### src/rtl/stnh_pkg.sv
// Package for the segment/triangle nearest-hit block: widths, states and
// shared types. No dependencies.
package stnh_pkg;

   localparam int CoordWidth = 32;
   localparam int WideWidth  = 256;
   localparam int CsrIdxWidth = 3;
   localparam int CsrDataWidth = 40;

   localparam logic [CsrIdxWidth-1:0] CSR_START_X = 3'd0;
   localparam logic [CsrIdxWidth-1:0] CSR_START_Y = 3'd1;
   localparam logic [CsrIdxWidth-1:0] CSR_START_Z = 3'd2;
   localparam logic [CsrIdxWidth-1:0] CSR_END_X   = 3'd3;
   localparam logic [CsrIdxWidth-1:0] CSR_END_Y   = 3'd4;
   localparam logic [CsrIdxWidth-1:0] CSR_END_Z   = 3'd5;
   localparam logic [CsrIdxWidth-1:0] CSR_PAR_TOL = 3'd6;
   localparam logic [CsrIdxWidth-1:0] CSR_T_TOL   = 3'd7;

   localparam logic [39:0] ParTolReset = 40'd281474977;
   localparam logic [29:0] TTolReset   = 30'd1074;

   typedef logic signed [WideWidth-1:0] wide_type;

   // Multiplier request/response between sequencer and shared unit.
   typedef struct packed {
      logic     start;
      wide_type a;
      wide_type b;
   } mul_req_type;

   typedef struct packed {
      logic     done;
      wide_type p;
   } mul_rsp_type;

   typedef enum logic [4:0] {
      ST_IDLE, ST_EDGE, ST_NORM, ST_DOT, ST_SIGN, ST_BOUND, ST_DIV, ST_PT,
      ST_BARY, ST_DEN, ST_UV, ST_DECIDE, ST_OUT
   } state_type;

endpackage

### src/rtl/stnh_mul.sv
// Shared signed multiplier: 256-bit operands, product mod 2^256, formed
// 32x32 bits a cycle. Depends on stnh_pkg.
module stnh_mul import stnh_pkg::*; (
   input  logic        clock,
   input  logic        reset,
   input  mul_req_type req,
   output mul_rsp_type rsp
);
   localparam int Limbs = WideWidth / 32;

   logic [WideWidth-1:0] a_ff, a_in, b_ff, b_in, acc_ff, acc_in;
   logic [2:0] i_ff, i_in, j_ff, j_in;
   logic busy_ff, busy_in, done_ff, done_in;
   logic [31:0] al, bl;
   logic [63:0] pp_ff, pp_in;
   logic pv_ff, pv_in;
   logic [8:0] sh_ff, sh_in;
   logic last_ff, last_in;

   // One partial product a cycle, accumulated from its register in the next cycle.
   always_comb begin
      a_in = a_ff; b_in = b_ff; acc_in = acc_ff; i_in = i_ff; j_in = j_ff;
      busy_in = busy_ff; done_in = 1'b0; pv_in = 1'b0; last_in = 1'b0;
      sh_in = sh_ff;
      al = a_ff[32*i_ff +: 32];
      bl = b_ff[32*j_ff +: 32];
      pp_in = al * bl;
      if (pv_ff) begin
         acc_in = acc_ff + ({192'd0, pp_ff} << sh_ff);
         done_in = last_ff;
      end
      if (req.start) begin
         a_in = req.a; b_in = req.b; acc_in = '0;
         i_in = '0; j_in = '0; busy_in = 1'b1;
      end else if (busy_ff) begin
         pv_in = 1'b1;
         sh_in = 9'(32 * (int'(i_ff) + int'(j_ff)));
         if (32'(i_ff) + 32'(j_ff) == Limbs - 1) begin
            j_in = '0;
            if (32'(i_ff) == Limbs - 1) begin
               busy_in = 1'b0; last_in = 1'b1;
            end else begin
               i_in = i_ff + 3'd1;
            end
         end else begin
            j_in = j_ff + 3'd1;
         end
      end
   end

   always_ff @(posedge clock) begin
      a_ff <= a_in; b_ff <= b_in; acc_ff <= acc_in; i_ff <= i_in; j_ff <= j_in;
      pp_ff <= pp_in; sh_ff <= sh_in;
      if (reset) begin
         busy_ff <= 1'b0; done_ff <= 1'b0; pv_ff <= 1'b0; last_ff <= 1'b0;
      end else begin
         busy_ff <= busy_in; done_ff <= done_in; pv_ff <= pv_in;
         last_ff <= last_in;
      end
   end

   assign rsp.done = done_ff;
   assign rsp.p    = acc_ff;
endmodule

### config.mk
export PLATFORM = sky130hd
export DESIGN_NAME = stnh_mul
export DESIGN_NICKNAME = d
export VERILOG_FILES = /design/src/rtl/stnh_pkg.sv /design/src/rtl/stnh_mul.sv
export SDC_FILE = /design/constraint.sdc
export NUM_CORES = 2
export LEC_CHECK = 0
export BUFFER_PORTS_ARGS = -buffer_cell sky130_fd_sc_hd__buf_2
export CAP_MARGIN = 20
export CELL_PAD_IN_SITES_DETAIL_PLACEMENT = 0
export CELL_PAD_IN_SITES_GLOBAL_PLACEMENT = 1
export CORE_MARGIN = 2
export CORE_UTILIZATION = 50
export CTS_BUF_LIST = sky130_fd_sc_hd__clkbuf_8 sky130_fd_sc_hd__clkbuf_16
export CTS_CLUSTER_DIAMETER = 100
export CTS_CLUSTER_SIZE = 20
export DETAILED_ROUTE_END_ITERATION = 8
export GPL_TIMING_DRIVEN = 0
export PLACE_DENSITY = 0.93
export SYNTH_ARGS = -nofsm -noshare
export SYNTH_HDL_FRONTEND = slang
export SYNTH_SLANG_ARGS = --single-unit
### constraint.sdc
create_clock -name clock -period 19.8 [get_ports clock]
set_clock_uncertainty 0.2 [all_clocks]
set_input_delay 3.96 -clock clock [delete_from_list [all_inputs] [get_ports clock]]
set_output_delay 3.96 -clock clock [all_outputs]
set_load 0.02 [all_outputs]
==> key figures <==
Run status
  • Status: completed

Yosys
  • Warnings, synthesis: 0
  • Largest family of logic cells by synthesized area: adder cells
  • Post-synth ARST share: 0%
  • Post-synthesis adder-cell area fraction: 29.9%
  • Synth area leader: fa_1
  • Post-synthesis mux area share: 7.09%
  • Post-synth cell types: 78
  • Area contributors post-synth: fa_1 22%, edfxtp_1 19%, dfxtp_1 8.1%, ha_1 8.0%, nor2_1 5.6%
  • Compound-gate portion of the synthesized area: 12.0%
  • Simple-gate share of the synthesized area: 14.2%
  • Top FF cell, synth: edfxtp_1
  • Post-synth top area share: 21.9%
  • Seq/Total Area, Yosys: 27.0%
  • FF+latch count, synth: 846
  • Synth Cell Area: 82000 µm²
  • XOR/XNOR Fraction of Synth Area: 3.32%
  • Post-synth EDFFs: 516
  • Syn nets: 10700
  • Syn Inst Count: 8775
  • Mapped Avg Cell Area: 9.34 µm²

Floorplanning
  • Die X-Extent: 409 µm
  • Ports: 772
  • Die height: 409 µm
  • Std cell rows: 148
  • DIE AREA: 167000 µm²
  • Area of the core: 163000 µm²
  • Starting Density: 50.4%

Worst setup path
  • Critical path class: flop to flop
  • Worst setup EP type: flop
  • CP Max Fanout: 10
  • Delay of the slowest critical-path stage: 1.01 ns
  • Critical path's most frequent cell: fa_1
  • R2r setup slk: 6.28 ns
  • CP max-delay cell: clkbuf_1
  • CP Data Required Time: 20.26 ns
  • Crit start category: flop
  • WP data arrival: 13.98 ns
  • CP delay by family, top: adder cells
  • Buf+Inv Stages, Crit Path: 9

Route
  • DRT iter0 DRCs: 8287
  • Post-Route WL: 369 mm
  • DRC: 0
  • 1st-pass router iterations: 9
  • Final ANT Viol Nets: 0
  • WL met2: 166 mm
  • WL met1: 131 mm
  • Via density: 6.14
  • Routed WL per cell: 31.0 µm
  • Via count: 73100
  • Met3 Wirelength: 36.2 mm
  • Top routing layer used: met5

STA
  • Slew Viols, Final: 0
  • Setup TNS Final: 0 ns
  • Least-Margin Pin Slew: 1.32 ns
  • Min setup slack post-route: 6.28 ns
  • F_max: 74.0 MHz
  • Final setup fails: 0
  • RSZ-0062 raised after global routing: false
  • Min Tclk post-route: 13.52 ns
  • Slew margin rel.: 11.7%
  • Period utilization: 68.3%
  • Hold WS: 0.257 ns
  • Final count of hold timing violations: 0

Placement
  • PortBufs: 771
  • Setup Slack @ Placement: 6.48 ns
  • Detail Placement HPWL: 310 mm
  • Gpl congestion: 1.11

Finish
  • Area grow syn2layout: 11.9%
  • Layout cells sized above 1: 12.7%
  • NumNets Final: 11600
  • FILL cells: 14700
  • Reg area: 22100 µm²
  • Multi-input logic area: 54800 µm²

Min path
  • Hold Crit Class: flop to flop

Global routing
  • Total GRT Usage: 43.3%
  • First-pass GRT wire length: 516 mm
  • Initial antenna violation count: 27
  • Largest net degree at the start of global routing: 134
  • Grt ovf: 0
  • Vias in the first global route: 72800

CTS
  • Clock sinks: 846
  • CTS tree: built
  • CTS Root Cell: clkbuf_16
  • Clock-pin slew on the worst setup and hold paths: 0.10 ns
  • Clock Path Buffers: 3
  • CTS buffer count: 56
  • Post-CTS setup repair buffer count: 0
  • Post-CTS Hold Fix Bufs: 0
  • Post-CTS Resized: 0
  • H-tree levels: 2
  • Clock latency on the worst-skew pair: 0.78 ns

Run
  • Max-Cap Viols: 0
[sequential cells by signal (all words and copies together) (netlist names)]
signal	flops
busy_ff	1
b_ff	256
a_ff	256
last_ff	1
j_ff	3
pp_ff	64
pv_ff	1
i_ff	3
done_ff	1
acc_ff	256
sh_ff	4
[synth_stat cells (all sizes together) (8+ instances only)]
| library cell | n |
|---|---|
| a211oi | 24 |
| a21boi | 28 |
| a21o | 130 |
| a21oi | 579 |
| a221o | 11 |
| a221oi | 14 |
| a22oi | 62 |
| a31oi | 47 |
| a41oi | 10 |
| and2 | 58 |
| and3 | 18 |
| and4 | 21 |
| buf | 42 |
| clkbuf | 402 |
| dfxtp | 330 |
| edfxtp | 516 |
| fa | 898 |
| ha | 524 |
| inv | 972 |
| mux2 | 55 |
| mux2i | 231 |
| mux4 | 128 |
| nand2 | 924 |
| nand2b | 58 |
| nand3 | 61 |
| nand4 | 155 |
| nor2 | 1218 |
| nor2b | 28 |
| nor3 | 81 |
| nor4 | 30 |
| o2111ai | 8 |
| o211ai | 21 |
| o21a | 41 |
| o21ai | 465 |
| o21bai | 95 |
| o31ai | 27 |
| or2 | 26 |
| or3 | 17 |
| xnor2 | 192 |
| xor2 | 119 |
[final cells by class]
| class | instances | area share (%) |
|---|---|---|
| Antenna cell | 23 | 0.0627 |
| Buffer | 444 | 1.85 |
| Clock buffer | 59 | 1.60 |
| Clock inverter | 21 | 0.256 |
| Inverter | 973 | 3.98 |
| Multi-Input combinational cell | 6512 | 59.7 |
| Sequential cell | 846 | 24.1 |
| Tap cell | 2175 | 2.97 |
| Timing Repair Buffer | 862 | 5.46 |
[routing by layer]
metal / up-vias / global-route usage, %
met5: - / 0
met4: 10 / 34.1
met3: 1207 / 10.5
met2: 4647 / 68.0
met1: 35800 / 50.9
li1: 31500 / -
[kinds of logic after synthesis]
logic type / after synthesis
mux: 414
flops: 846
fa+ha+maj: 1422
xor+xnor: 311
compound gates: 1640
simple gates: 2725
buf+inv: 1417
[metrics by stage]
stage          instances  area (µm²)  utilization [%]
2_1_floorplan       8775       82000                -
3_3_place_gp       11700       88600             54.4
3_5_place_dp       11800       89800             55.2
4_1_cts            11900       91500             56.2
5_1_grt            11900       91700             56.3
6_report           11900       91700             56.4
[cell usage in the layout (no fill, tap or decap), drive strengths merged, types with 47 or more instances in the layout]
master | Yosys | routed
mux2i | 231 | 231
nor3 | 81 | 81
dfxtp | 330 | 330
xor2 | 119 | 119
clkbuf | 402 | 461
fa | 898 | 898
o21ai | 465 | 465
a31oi | 47 | 47
nand3 | 61 | 61
mux2 | 55 | 55
mux4 | 128 | 128
and2 | 58 | 58
nand2b | 58 | 58
xnor2 | 192 | 192
buf | 42 | 903
inv | 972 | 985
ha | 524 | 524
nand4 | 155 | 155
a21oi | 579 | 579
edfxtp | 516 | 516
nand2 | 924 | 924
o21bai | 95 | 95
a21o | 130 | 130
a22oi | 62 | 62
nor2 | 1218 | 1218
[final timing paths]
kind | from | endpoint | cells past startpoint
hold reg to reg | last_ff$_SDFF_PP0_ | done_ff$_SDFF_PP0_ | 1
setup / recovery | j_ff[0]$_SDFFE_PP0P_ | pp_ff[57]$_DFF_P_ | 34
hold / removal | last_ff$_SDFF_PP0_ | done_ff$_SDFF_PP0_ | 1
setup reg to reg | j_ff[0]$_SDFFE_PP0P_ | pp_ff[57]$_DFF_P_ | 34
Power is not shown: default switching activity piles up to over one toggle a cycle in this logic, so the estimate is an artifact.
